===== config.mk =====
export PLATFORM = sky130hd
export DESIGN_NAME = mecanum_mixer_ramp_limiter_flat
export DESIGN_NICKNAME = d
export VERILOG_FILES = /design/src/rtl/core/mmrl_pkg.sv /design/src/rtl/core/mmrl_if.sv /design/src/rtl/core/mmrl_cfg.sv /design/src/rtl/core/mmrl_div.sv /design/src/rtl/core/mecanum_mixer_ramp_limiter.sv /design/src/flat_wrapper.sv
export SDC_FILE = /design/constraint.sdc
export NUM_CORES = 2
export LEC_CHECK = 0
export BUFFER_PORTS_ARGS = -buffer_cell sky130_fd_sc_hd__buf_2
export CAP_MARGIN = 20
export CELL_PAD_IN_SITES_DETAIL_PLACEMENT = 1
export CELL_PAD_IN_SITES_GLOBAL_PLACEMENT = 2
export CORE_MARGIN = 3
export CORE_UTILIZATION = 38
export CTS_CLUSTER_DIAMETER = 100
export CTS_CLUSTER_SIZE = 40
export DETAILED_ROUTE_END_ITERATION = 10
export HOLD_SLACK_MARGIN = 0.05
export PLACE_DENSITY = 0.82
export SLEW_MARGIN = 20
export SYNTH_ARGS = -nofsm -noshare
export SYNTH_HDL_FRONTEND = slang
export SYNTH_SLANG_ARGS = --single-unit

===== constraint.sdc =====
create_clock -name clk -period 10.42 [get_ports clk]
set_input_delay 1.042 -clock clk [delete_from_list [all_inputs] [get_ports clk]]
set_output_delay 1.042 -clock clk [all_outputs]
set_load 0.02 [all_outputs]

===== src/rtl/core/mmrl_pkg.sv =====
// Shared types, constants and helper functions of the mecanum mixer and ramp limiter.
package mmrl_pkg;

  // Wheel count and index width
  localparam int WHEELS      = 4;
  localparam int WHEEL_IDX_W = $clog2(WHEELS);

  // Configuration port
  localparam int CFG_IDX_W  = 3;
  localparam int CFG_DATA_W = 15;

  localparam logic [CFG_IDX_W-1:0] REG_JOYSTICK_LIMIT    = 3'd0;
  localparam logic [CFG_IDX_W-1:0] REG_TRANSLATION_SCALE = 3'd1;
  localparam logic [CFG_IDX_W-1:0] REG_ROTATION_SCALE    = 3'd2;
  localparam logic [CFG_IDX_W-1:0] REG_AXIS_LIMIT        = 3'd3;
  localparam logic [CFG_IDX_W-1:0] REG_SPEED_LIMIT       = 3'd4;
  localparam logic [CFG_IDX_W-1:0] REG_RAMP_TIME_MS      = 3'd5;
  localparam logic [CFG_IDX_W-1:0] REG_CONTROL_PERIOD_MS = 3'd6;

  // Register reset values
  localparam logic [6:0]  RST_JOYSTICK_LIMIT    = 7'd100;
  localparam logic [5:0]  RST_TRANSLATION_SCALE = 6'd7;
  localparam logic [5:0]  RST_ROTATION_SCALE    = 6'd7;
  localparam logic [14:0] RST_AXIS_LIMIT        = 15'd700;
  localparam logic [14:0] RST_SPEED_LIMIT       = 15'd1600;
  localparam logic [11:0] RST_RAMP_TIME_MS      = 12'd1000;
  localparam logic [7:0]  RST_CONTROL_PERIOD_MS = 8'd10;

  // Millisecond counter saturates at all ones
  localparam int            MS_W   = 12;
  localparam logic [MS_W-1:0] MS_MAX = '1;

  // Serial divider: dividend and divisor widths
  localparam int DIV_W = 30;
  localparam int DVS_W = 15;
  localparam int DIV_CNT_W = $clog2(DIV_W);

  // Ramp step never exceeds speed limit plus a stale remainder
  localparam int STEP_W = 17;

  typedef logic signed [15:0] wheel_t;
  typedef logic signed [7:0]  axis_t;

  typedef struct packed {
    logic [6:0]  joystick_limit;
    logic [5:0]  translation_scale;
    logic [5:0]  rotation_scale;
    logic [14:0] axis_limit;
    logic [14:0] speed_limit;
    logic [11:0] ramp_time_ms;
    logic [7:0]  control_period_ms;
  } cfg_t;

  typedef struct packed {
    logic             start;
    logic [DIV_W-1:0] dividend;
    logic [DVS_W-1:0] divisor;
  } div_req_t;

  typedef struct packed {
    logic             done;
    logic [DIV_W-1:0] quotient;
    logic [DVS_W-1:0] remainder;
  } div_rsp_t;

  // Symmetric clamp of one stick axis
  function automatic axis_t clamp_axis(input logic signed [15:0] v, input logic [6:0] lim);
    logic signed [16:0] ve;
    logic signed [16:0] pl;
    logic signed [16:0] nl;
    logic signed [16:0] r;
    ve = {v[15], v};
    pl = $signed({10'd0, lim});
    nl = -pl;
    if (ve > pl) r = pl;
    else if (ve < nl) r = nl;
    else r = ve;
    return r[7:0];
  endfunction

  // Magnitude of a mixed wheel value (always below 2^15)
  function automatic logic [14:0] abs_mag(input wheel_t v);
    wheel_t a;
    a = v[15] ? -v : v;
    return a[14:0];
  endfunction

  // One slew step of a ramped target toward its goal
  function automatic wheel_t move_toward(input wheel_t cur, input wheel_t goal,
                                         input logic [STEP_W-1:0] step);
    logic signed [17:0] d;
    logic signed [17:0] s;
    logic signed [17:0] ns;
    logic signed [17:0] r;
    d  = {{2{goal[15]}}, goal} - {{2{cur[15]}}, cur};
    s  = $signed({1'b0, step});
    ns = -s;
    if (d > s) r = {{2{cur[15]}}, cur} + s;
    else if (d < ns) r = {{2{cur[15]}}, cur} - s;
    else r = {{2{goal[15]}}, goal};
    return r[15:0];
  endfunction

endpackage


===== src/rtl/core/mmrl_if.sv =====
// Channel interfaces: stick/tick input, wheel result and configuration write.
interface mmrl_in_if;
  logic               valid;
  logic               ready;
  logic               cmd;
  logic signed [15:0] left_x;
  logic signed [15:0] right_x;
  logic signed [15:0] right_y;

  modport source (output valid, cmd, left_x, right_x, right_y, input ready);
  modport sink   (input valid, cmd, left_x, right_x, right_y, output ready);
endinterface

interface mmrl_out_if;
  logic               valid;
  logic               ready;
  logic signed [15:0] wheel_a;
  logic signed [15:0] wheel_b;
  logic signed [15:0] wheel_c;
  logic signed [15:0] wheel_d;
  logic               stepped;
  logic               stopped;

  modport source (output valid, wheel_a, wheel_b, wheel_c, wheel_d, stepped, stopped,
                  input ready);
  modport sink   (input valid, wheel_a, wheel_b, wheel_c, wheel_d, stepped, stopped,
                  output ready);
endinterface

interface mmrl_cfg_if;
  logic                               valid;
  logic                               ready;
  logic [mmrl_pkg::CFG_IDX_W-1:0]     index;
  logic [mmrl_pkg::CFG_DATA_W-1:0]    data;

  modport source (output valid, index, data, input ready);
  modport sink   (input valid, index, data, output ready);
endinterface


===== src/rtl/core/mmrl_cfg.sv =====
// Configuration register file written over the configuration channel.
module mmrl_cfg (
  input  logic              clk,
  input  logic              rst,
  mmrl_cfg_if.sink          cfg,
  output mmrl_pkg::cfg_t    regs
);

  // Always able to take a write beat
  assign cfg.ready = 1'b1;

  // Register writes; unknown indexes are dropped
  always_ff @(posedge clk) begin
    if (rst) begin
      regs.joystick_limit    <= mmrl_pkg::RST_JOYSTICK_LIMIT;
      regs.translation_scale <= mmrl_pkg::RST_TRANSLATION_SCALE;
      regs.rotation_scale    <= mmrl_pkg::RST_ROTATION_SCALE;
      regs.axis_limit        <= mmrl_pkg::RST_AXIS_LIMIT;
      regs.speed_limit       <= mmrl_pkg::RST_SPEED_LIMIT;
      regs.ramp_time_ms      <= mmrl_pkg::RST_RAMP_TIME_MS;
      regs.control_period_ms <= mmrl_pkg::RST_CONTROL_PERIOD_MS;
    end else if (cfg.valid) begin
      case (cfg.index)
        mmrl_pkg::REG_JOYSTICK_LIMIT:    regs.joystick_limit    <= cfg.data[6:0];
        mmrl_pkg::REG_TRANSLATION_SCALE: regs.translation_scale <= cfg.data[5:0];
        mmrl_pkg::REG_ROTATION_SCALE:    regs.rotation_scale    <= cfg.data[5:0];
        mmrl_pkg::REG_AXIS_LIMIT:        regs.axis_limit        <= cfg.data[14:0];
        mmrl_pkg::REG_SPEED_LIMIT:       regs.speed_limit       <= cfg.data[14:0];
        mmrl_pkg::REG_RAMP_TIME_MS:      regs.ramp_time_ms      <= cfg.data[11:0];
        mmrl_pkg::REG_CONTROL_PERIOD_MS: regs.control_period_ms <= cfg.data[7:0];
        default: ;
      endcase
    end
  end

endmodule


===== src/rtl/core/mmrl_div.sv =====
// Shared restoring divider, one quotient bit per cycle.
module mmrl_div (
  input  logic                clk,
  input  logic                rst,
  input  mmrl_pkg::div_req_t  req,
  output mmrl_pkg::div_rsp_t  rsp
);

  logic                              busy;
  logic                              done;
  logic [mmrl_pkg::DIV_CNT_W-1:0]    cnt;
  logic [mmrl_pkg::DVS_W-1:0]        rem;
  logic [mmrl_pkg::DIV_W-1:0]        quo;
  logic [mmrl_pkg::DVS_W-1:0]        dvs;

  logic [mmrl_pkg::DVS_W:0]          shifted;
  logic [mmrl_pkg::DVS_W:0]          trial;
  logic                              ge;
  logic [mmrl_pkg::DVS_W-1:0]        rem_next;

  // One trial subtraction
  always_comb begin
    shifted  = {rem, quo[mmrl_pkg::DIV_W-1]};
    trial    = shifted - {1'b0, dvs};
    ge       = shifted >= {1'b0, dvs};
    rem_next = ge ? trial[mmrl_pkg::DVS_W-1:0] : shifted[mmrl_pkg::DVS_W-1:0];
  end

  // Iteration control
  always_ff @(posedge clk) begin
    if (rst) begin
      busy <= 1'b0;
      done <= 1'b0;
      cnt  <= '0;
    end else begin
      done <= 1'b0;
      if (req.start) begin
        busy <= 1'b1;
        cnt  <= '0;
      end else if (busy) begin
        if (cnt == mmrl_pkg::DIV_CNT_W'(mmrl_pkg::DIV_W - 1)) begin
          busy <= 1'b0;
          done <= 1'b1;
        end else begin
          cnt <= cnt + 1'b1;
        end
      end
    end
  end

  // Datapath: partial remainder and quotient shift register
  always_ff @(posedge clk) begin
    if (req.start) begin
      rem <= '0;
      quo <= req.dividend;
      dvs <= req.divisor;
    end else if (busy) begin
      rem <= rem_next;
      quo <= {quo[mmrl_pkg::DIV_W-2:0], ge};
    end
  end

  assign rsp.done      = done;
  assign rsp.quotient  = quo;
  assign rsp.remainder = rem;

endmodule


===== src/rtl/core/mecanum_mixer_ramp_limiter.sv =====
// Top level: sequencer and datapath of the mecanum mixer with ramp limiter.
//
// Channels: item (sink) takes either a stick command (cmd 0, three axes) or a
// one-millisecond tick (cmd 1). result (source) gives one beat per item: the
// four ramped wheel targets plus stepped and stopped flags. cfg (sink) writes
// the seven registers; it is always ready and must only be used while idle.
//
// One item at a time; item.ready is high only while the sequencer is idle.
// A command runs mix, normalise, then four wheel passes (product, start, the
// 30-bit quotient of the shared divider, collect) and a stop check before its
// result is loaded. A tick that updates the ramp checks its period, forms the
// ramp numerator and divides it once on the shared divider; a tick without an
// update goes from the check straight to loading its result.
//
// The result sits in an output register; the next item is taken while it
// waits. If the receiver stalls, the following item finishes its work and
// holds in the final state until the register frees up.
//
// Reset (rst, synchronous) restores register defaults, clears goals, ramped
// targets, remainder, the millisecond count and the command-seen flag.
module mecanum_mixer_ramp_limiter (
  input  logic        clk,
  input  logic        rst,
  mmrl_cfg_if.sink    cfg,
  mmrl_in_if.sink     item,
  mmrl_out_if.source  result
);

  // Sequencer states
  localparam logic [3:0] ST_IDLE   = 4'd0;
  localparam logic [3:0] ST_MIX    = 4'd1;
  localparam logic [3:0] ST_NORM   = 4'd2;
  localparam logic [3:0] ST_WMUL   = 4'd3;
  localparam logic [3:0] ST_WSTART = 4'd4;
  localparam logic [3:0] ST_WDIV   = 4'd5;
  localparam logic [3:0] ST_CDONE  = 4'd6;
  localparam logic [3:0] ST_TCHK   = 4'd7;
  localparam logic [3:0] ST_TMUL   = 4'd8;
  localparam logic [3:0] ST_TSTART = 4'd9;
  localparam logic [3:0] ST_TDIV   = 4'd10;
  localparam logic [3:0] ST_FIN    = 4'd11;

  mmrl_pkg::cfg_t      regs;
  mmrl_pkg::div_req_t  div_req;
  mmrl_pkg::div_rsp_t  div_rsp;

  logic [3:0]                          state;
  logic [mmrl_pkg::WHEEL_IDX_W-1:0]    idx;

  // Model state
  mmrl_pkg::wheel_t                    goal   [mmrl_pkg::WHEELS];
  mmrl_pkg::wheel_t                    ramped [mmrl_pkg::WHEELS];
  logic [11:0]                         ramp_rem;
  logic                                seen;
  logic [mmrl_pkg::MS_W-1:0]           ms;

  // Working registers
  mmrl_pkg::axis_t                     ax_lx;
  mmrl_pkg::axis_t                     ax_rx;
  mmrl_pkg::axis_t                     ax_ry;
  mmrl_pkg::wheel_t                    raw [mmrl_pkg::WHEELS];
  logic [14:0]                         norm;
  logic [mmrl_pkg::DIV_W-1:0]          prod;
  logic                                neg;
  logic                                nonzero;
  logic                                stepped_r;
  logic                                stopped_r;

  // Result register
  logic                                res_valid;
  mmrl_pkg::wheel_t                    res_wheel [mmrl_pkg::WHEELS];
  logic                                res_stepped;
  logic                                res_stopped;

  logic                                item_acc;
  logic                                res_load;

  // Mixing terms
  logic signed [13:0]                  ts_s;
  logic signed [13:0]                  rs_s;
  logic signed [13:0]                  vx;
  logic signed [13:0]                  vy;
  logic signed [13:0]                  om;
  logic signed [15:0]                  vx16;
  logic signed [15:0]                  vy16;
  logic signed [15:0]                  om16;

  // Normalisation and ramp terms
  logic [14:0]                         norm_c;
  logic [14:0]                         mag;
  logic [11:0]                         rt_c;
  logic [11:0]                         elapsed;
  logic [14:0]                         goal_q;
  logic [mmrl_pkg::STEP_W-1:0]         step;

  mmrl_cfg u_cfg (
    .clk  (clk),
    .rst  (rst),
    .cfg  (cfg),
    .regs (regs)
  );

  mmrl_div u_div (
    .clk (clk),
    .rst (rst),
    .req (div_req),
    .rsp (div_rsp)
  );

  assign item.ready = (state == ST_IDLE);
  assign item_acc   = item.valid && item.ready;
  assign res_load   = (state == ST_FIN) && (!res_valid || result.ready);

  // Stick scaling and wheel mixing
  always_comb begin
    ts_s = $signed({8'd0, regs.translation_scale});
    rs_s = $signed({8'd0, regs.rotation_scale});
    vx   = $signed({{6{ax_ry[7]}}, ax_ry}) * ts_s;
    vy   = -($signed({{6{ax_rx[7]}}, ax_rx}) * ts_s);
    om   = $signed({{6{ax_lx[7]}}, ax_lx}) * rs_s;
    vx16 = {{2{vx[13]}}, vx};
    vy16 = {{2{vy[13]}}, vy};
    om16 = {{2{om[13]}}, om};
  end

  // Largest magnitude, at least the axis limit
  always_comb begin
    norm_c = (regs.axis_limit == '0) ? 15'd1 : regs.axis_limit;
    for (int i = 0; i < mmrl_pkg::WHEELS; i++) begin
      if (mmrl_pkg::abs_mag(raw[i]) > norm_c) norm_c = mmrl_pkg::abs_mag(raw[i]);
    end
  end

  // Ramp time, capped elapsed time and division results
  always_comb begin
    mag     = mmrl_pkg::abs_mag(raw[idx]);
    rt_c    = (regs.ramp_time_ms == '0) ? 12'd1 : regs.ramp_time_ms;
    elapsed = (ms > rt_c) ? rt_c : ms;
    goal_q  = div_rsp.quotient[14:0];
    step    = div_rsp.quotient[mmrl_pkg::STEP_W-1:0];
  end

  // Divider request: wheel normalisation or ramp numerator
  always_comb begin
    div_req.start = (state == ST_WSTART) || (state == ST_TSTART);
    if (state == ST_TSTART) begin
      div_req.dividend = prod + {{(mmrl_pkg::DIV_W-12){1'b0}}, ramp_rem};
      div_req.divisor  = {{(mmrl_pkg::DVS_W-12){1'b0}}, rt_c};
    end else begin
      div_req.dividend = prod;
      div_req.divisor  = norm;
    end
  end

  // Sequencer and model state
  always_ff @(posedge clk) begin
    if (rst) begin
      state    <= ST_IDLE;
      idx      <= '0;
      ramp_rem <= '0;
      seen     <= 1'b0;
      ms       <= '0;
      for (int i = 0; i < mmrl_pkg::WHEELS; i++) begin
        goal[i]   <= '0;
        ramped[i] <= '0;
      end
    end else begin
      case (state)
        ST_IDLE: begin
          if (item_acc) begin
            stepped_r <= 1'b0;
            stopped_r <= 1'b0;
            if (!item.cmd) begin
              ax_lx <= mmrl_pkg::clamp_axis(item.left_x,  regs.joystick_limit);
              ax_rx <= mmrl_pkg::clamp_axis(item.right_x, regs.joystick_limit);
              ax_ry <= mmrl_pkg::clamp_axis(item.right_y, regs.joystick_limit);
              state <= ST_MIX;
            end else begin
              if (ms != mmrl_pkg::MS_MAX) ms <= ms + 1'b1;
              state <= ST_TCHK;
            end
          end
        end
        ST_MIX: begin
          raw[0] <= vx16 - vy16 + om16;
          raw[1] <= vx16 + vy16 + om16;
          raw[2] <= vx16 + vy16 - om16;
          raw[3] <= vx16 - vy16 - om16;
          state  <= ST_NORM;
        end
        ST_NORM: begin
          norm    <= norm_c;
          idx     <= '0;
          nonzero <= 1'b0;
          state   <= ST_WMUL;
        end
        ST_WMUL: begin
          prod  <= {15'd0, mag} * {15'd0, regs.speed_limit};
          neg   <= raw[idx][15];
          state <= ST_WSTART;
        end
        ST_WSTART: begin
          state <= ST_WDIV;
        end
        ST_WDIV: begin
          if (div_rsp.done) begin
            goal[idx] <= neg ? -$signed({1'b0, goal_q}) : $signed({1'b0, goal_q});
            if (goal_q != '0) nonzero <= 1'b1;
            if (idx == mmrl_pkg::WHEEL_IDX_W'(mmrl_pkg::WHEELS - 1)) begin
              state <= ST_CDONE;
            end else begin
              idx   <= idx + 1'b1;
              state <= ST_WMUL;
            end
          end
        end
        ST_CDONE: begin
          seen <= 1'b1;
          if (!nonzero) begin
            for (int i = 0; i < mmrl_pkg::WHEELS; i++) ramped[i] <= '0;
            ramp_rem  <= '0;
            stopped_r <= 1'b1;
          end
          state <= ST_FIN;
        end
        ST_TCHK: begin
          if (seen && (ms >= {4'd0, regs.control_period_ms})) state <= ST_TMUL;
          else state <= ST_FIN;
        end
        ST_TMUL: begin
          prod  <= {15'd0, regs.speed_limit} * {18'd0, elapsed};
          state <= ST_TSTART;
        end
        ST_TSTART: begin
          state <= ST_TDIV;
        end
        ST_TDIV: begin
          if (div_rsp.done) begin
            ramp_rem  <= div_rsp.remainder[11:0];
            ms        <= '0;
            stepped_r <= 1'b1;
            for (int i = 0; i < mmrl_pkg::WHEELS; i++) begin
              ramped[i] <= mmrl_pkg::move_toward(ramped[i], goal[i], step);
            end
            state <= ST_FIN;
          end
        end
        ST_FIN: begin
          if (res_load) state <= ST_IDLE;
        end
        default: state <= ST_IDLE;
      endcase
    end
  end

  // Output register
  always_ff @(posedge clk) begin
    if (rst) begin
      res_valid <= 1'b0;
    end else if (res_load) begin
      res_valid <= 1'b1;
    end else if (result.ready) begin
      res_valid <= 1'b0;
    end
  end

  always_ff @(posedge clk) begin
    if (res_load) begin
      for (int i = 0; i < mmrl_pkg::WHEELS; i++) res_wheel[i] <= ramped[i];
      res_stepped <= stepped_r;
      res_stopped <= stopped_r;
    end
  end

  assign result.valid   = res_valid;
  assign result.wheel_a = res_wheel[0];
  assign result.wheel_b = res_wheel[1];
  assign result.wheel_c = res_wheel[2];
  assign result.wheel_d = res_wheel[3];
  assign result.stepped = res_stepped;
  assign result.stopped = res_stopped;

endmodule


===== src/flat_wrapper.sv =====
// flat-port wrapper written by rule: the top's interface ports become plain ports
module mecanum_mixer_ramp_limiter_flat 
  (clk, rst, cfg_valid, cfg_index, cfg_data, cfg_ready, item_valid, item_cmd, item_left_x, item_right_x, item_right_y, item_ready, result_valid, result_wheel_a, result_wheel_b, result_wheel_c, result_wheel_d, result_stepped, result_stopped, result_ready);
  mmrl_cfg_if cfg_i ();
  mmrl_in_if item_i ();
  mmrl_out_if result_i ();
  input  logic clk;
  input  logic rst;
  input wire logic [$bits(cfg_i.valid)-1:0] cfg_valid;
  input wire logic [$bits(cfg_i.index)-1:0] cfg_index;
  input wire logic [$bits(cfg_i.data)-1:0] cfg_data;
  output wire logic [$bits(cfg_i.ready)-1:0] cfg_ready;
  input wire logic [$bits(item_i.valid)-1:0] item_valid;
  input wire logic [$bits(item_i.cmd)-1:0] item_cmd;
  input wire logic [$bits(item_i.left_x)-1:0] item_left_x;
  input wire logic [$bits(item_i.right_x)-1:0] item_right_x;
  input wire logic [$bits(item_i.right_y)-1:0] item_right_y;
  output wire logic [$bits(item_i.ready)-1:0] item_ready;
  output wire logic [$bits(result_i.valid)-1:0] result_valid;
  output wire logic [$bits(result_i.wheel_a)-1:0] result_wheel_a;
  output wire logic [$bits(result_i.wheel_b)-1:0] result_wheel_b;
  output wire logic [$bits(result_i.wheel_c)-1:0] result_wheel_c;
  output wire logic [$bits(result_i.wheel_d)-1:0] result_wheel_d;
  output wire logic [$bits(result_i.stepped)-1:0] result_stepped;
  output wire logic [$bits(result_i.stopped)-1:0] result_stopped;
  input wire logic [$bits(result_i.ready)-1:0] result_ready;
  assign cfg_i.valid = cfg_valid;
  assign cfg_i.index = cfg_index;
  assign cfg_i.data = cfg_data;
  assign cfg_ready = cfg_i.ready;
  assign item_i.valid = item_valid;
  assign item_i.cmd = item_cmd;
  assign item_i.left_x = item_left_x;
  assign item_i.right_x = item_right_x;
  assign item_i.right_y = item_right_y;
  assign item_ready = item_i.ready;
  assign result_valid = result_i.valid;
  assign result_wheel_a = result_i.wheel_a;
  assign result_wheel_b = result_i.wheel_b;
  assign result_wheel_c = result_i.wheel_c;
  assign result_wheel_d = result_i.wheel_d;
  assign result_stepped = result_i.stepped;
  assign result_stopped = result_i.stopped;
  assign result_i.ready = result_ready;
  mecanum_mixer_ramp_limiter u_core (.clk(clk), .rst(rst), .cfg(cfg_i), .item(item_i), .result(result_i));
endmodule

==> impl_metrics.tcl <==
set metrics [dict create \
    max-slew-margin-rel_pct 25.6 \
    async_flop_share_pct 0 \
    cp-start-kind "register" \
    cp_max_fo 10 \
    ys_seq_area_share_pct 23.4 \
    max_freq_mhz 102 \
    ys.flop_type "edfxtp_1" \
    crit_slowest_cell "or4_4" \
    grt_pass1_vias 49900 \
    ios 141 \
    insertion_delay_ps 730 \
    crit_top_cell "ha_1" \
    ys_top_cells_by_area "edfxtp_1 18%, ha_1 18%, fa_1 14%, inv_1 5.8%, dfxtp_1 4.9%" \
    synth-seq-cells 499 \
    grt.overflow.total 0 \
    drv_cap 0 \
    synthDistinctLibCells 97 \
    core_um2 151000 \
    die-area_um2 158000 \
    wire_per_inst_um 22.2 \
    period_share_pct 93.6 \
    synthToLayoutAreaGrowth_pct 7.94 \
    antenna_left 0 \
    dr.first_iter.drc_count 2075 \
    yosysTopAreaCellShare_pct 18.5 \
    finalWirelength_mm 189 \
    track_usage_pct 23.8 \
    required_ps 10920 \
    hpwlAfterDp_mm 151 \
    netlist_instances 6435 \
    die_h_um 397 \
    outcome "finished clean" \
    numClockSinks 499 \
    cts_buffers 30 \
    grt_pass1_wl_mm 293 \
    clock_path_buffers 3 \
    initial_utilization_pct 38.5 \
    placed_area_um2 61300 \
    tightest_slew_ps 1120 \
    end_kind "register" \
    synth_nets 7748 \
    vias 46300 \
    ys_top_cells_by_count "892 x inv_1, 823 x ha_1, 640 x nand2_1, 439 x a21oi_1, 418 x fa_1" \
    setup_viol 0 \
    stdcell_count 8534 \
    firstDrtPassIters 5 \
    rows 142 \
    viasPerCell 5.42 \
    drive_gt1_share_pct 6.31 \
    hold_viol 0 \
    netlist_area_um2 58100 \
    fin_worst_skew_ps 93.4 \
    postLayoutCoreUtil_pct 41.6 \
    portBuffers 139 \
    fin_nets 7804 \
    ys_warn_count 0 \
    synth_edf_count 358 \
    clkTransAtPathRegs_ps 130 \
    remaining_drc_errors 0 \
    critPathKind "reg -> reg" \
    tritoncts "yes" \
    hold_path.class "reg -> reg" \
    cts-root-buf "clkbuf_16" \
    synth.most_common_cell "inv_1" \
    slew_violations 0 \
    place_congestion 0.888 \
    cts.htree.levels 1 \
    chipWidth_um 397 \
    placed_cells 8473 \
    critPathArrivalTime_ps 10260 \
    period_minus_slack_ps 9760 \
    design_area_um2 62700 \
    syn_avg_cell_area_um2 9.03 \
    slowest_delay_ps 600 \
    antenna_found_initial 8 \
    yosys.area.top_type "edfxtp_1" \
    grt_max_degree 64 \
]
[state kept, by name (all words and copies together), names as in the netlist, 2 cells and up, named ones only]
register	flops
u_core.u_cfg.regs	69
u_core.norm	15
u_core.raw	62
u_core.goal	64
u_core.ax_rx	8
u_core.idx	2
u_core.u_div.rem	15
u_core.ms	12
u_core.state	4
u_core.u_div.dvs	15
u_core.ramped	64
u_core.u_div.quo	30
u_core.u_div.cnt	5
u_core.ax_ry	8
u_core.prod	30
u_core.ax_lx	8
u_core.ramp_rem	12
u_core.res_wheel	64
[through the flow]
| stage | hold WS (ps) | setup slack [ps] | setup TNS (ps) |
|---|---|---|---|
| 2_1_floorplan | 400 | 672 | 0 |
| 3_3_place_gp | 408 | 413 | 0 |
| 3_5_place_dp | 409 | 230 | 0 |
| 4_1_cts | 441 | 179 | 0 |
| 5_1_grt | 443 | -1.39 | -1.39 |
| 6_report | 440 | 663 | 0 |
[cell families (layout without fill, tap and decap cells)]
logic type / count (synthesis) / count (layout) / share of synthesized area (%)
adder cells (fa/ha/maj): 1245 / 1245 / 32.2
flip-flops: 499 / 499 / 23.4
buffers and inverters: 1114 / 1194 / 7.22
multiplexers: 121 / 121 / 2.48
AND/OR/NAND/NOR: 1667 / 1667 / 13.6
AO/OA/AOI/OAI: 1400 / 1400 / 15.3
XOR/XNOR: 388 / 388 / 5.92
other: 1 / 4 / 0.00645
[what timing repair did]
action                     CTS  global route
gates resized for setup      0            10
setup endpoints to repair    0            15
buffers inserted             0             2
hold buffers                 0             0
hold endpoints to repair     0             0
[worst max-delay path, delay by kind of cell, from the launching register on]
kind / cells / cell delay, ps
DFF: 1 / 500
muxes: 3 / 820
adders and majority gates: 6 / 1760
xor gates and xnor gates: 1 / 130
buffers and inverters: 4 / 570
AOI/OAI and AO/OA: 16 / 2850
and+or+nand+nor: 13 / 2980
[worst paths after layout]
check	start	end	slack, ps	cells past startpoint
hold / removal	u_core.stepped_r	u_core.result.stepped	440	0
setup / recovery	u_core.raw[0][1]	u_core.norm[10]	660	43
hold reg to reg	u_core.stepped_r	u_core.result.stepped	440	0
setup reg to reg	u_core.raw[0][1]	u_core.norm[10]	660	43
[layout make-up]
cell class | instances | area, µm²
Fill cell | 17600 | 88100
Multi-Input combinational cell | 4822 | 40500
Sequential cell | 499 | 13600
Inverter | 898 | 3370
Tap cell | 2016 | 2520
Timing Repair Buffer | 240 | 1460
Clock buffer | 30 | 751
Clock inverter | 26 | 577
Antenna cell | 3 | 7.51
[metal layers]
layer  share of wire (%)  global-route usage [%]  vias up
li1                    -                       -    21800
met1                  42                    28.8    23400
met2                  51                    43.7      828
met3                 3.1                    1.89      284
met4                 4.2                    8.57        2
met5               0.011                       0        -
[cells in the final DEF, fill, tap and decap left out, types with 50 or more instances in the layout]
cell type,netlist,final
a21o_1,119,119
nand2_1,640,639
nand2b_1,50,50
xnor2_1,239,238
buf_2,1,138
o21bai_1,167,167
nor2_1,353,352
nor3_1,55,50
nand3_1,73,72
and2_1,217,217
inv_1,892,892
fa_1,418,418
edfxtp_1,358,358
ha_1,823,823
mux2i_1,80,80
o21ai_0,282,279
o21a_1,93,93
buf_4,2,101
nor2b_1,120,119
a21oi_1,439,439
xor2_1,146,146
dfxtp_1,141,140
Power is left out: the tool's default activity adds up to more than one toggle a clock period on the data nets, which glitch-free logic cannot reach.
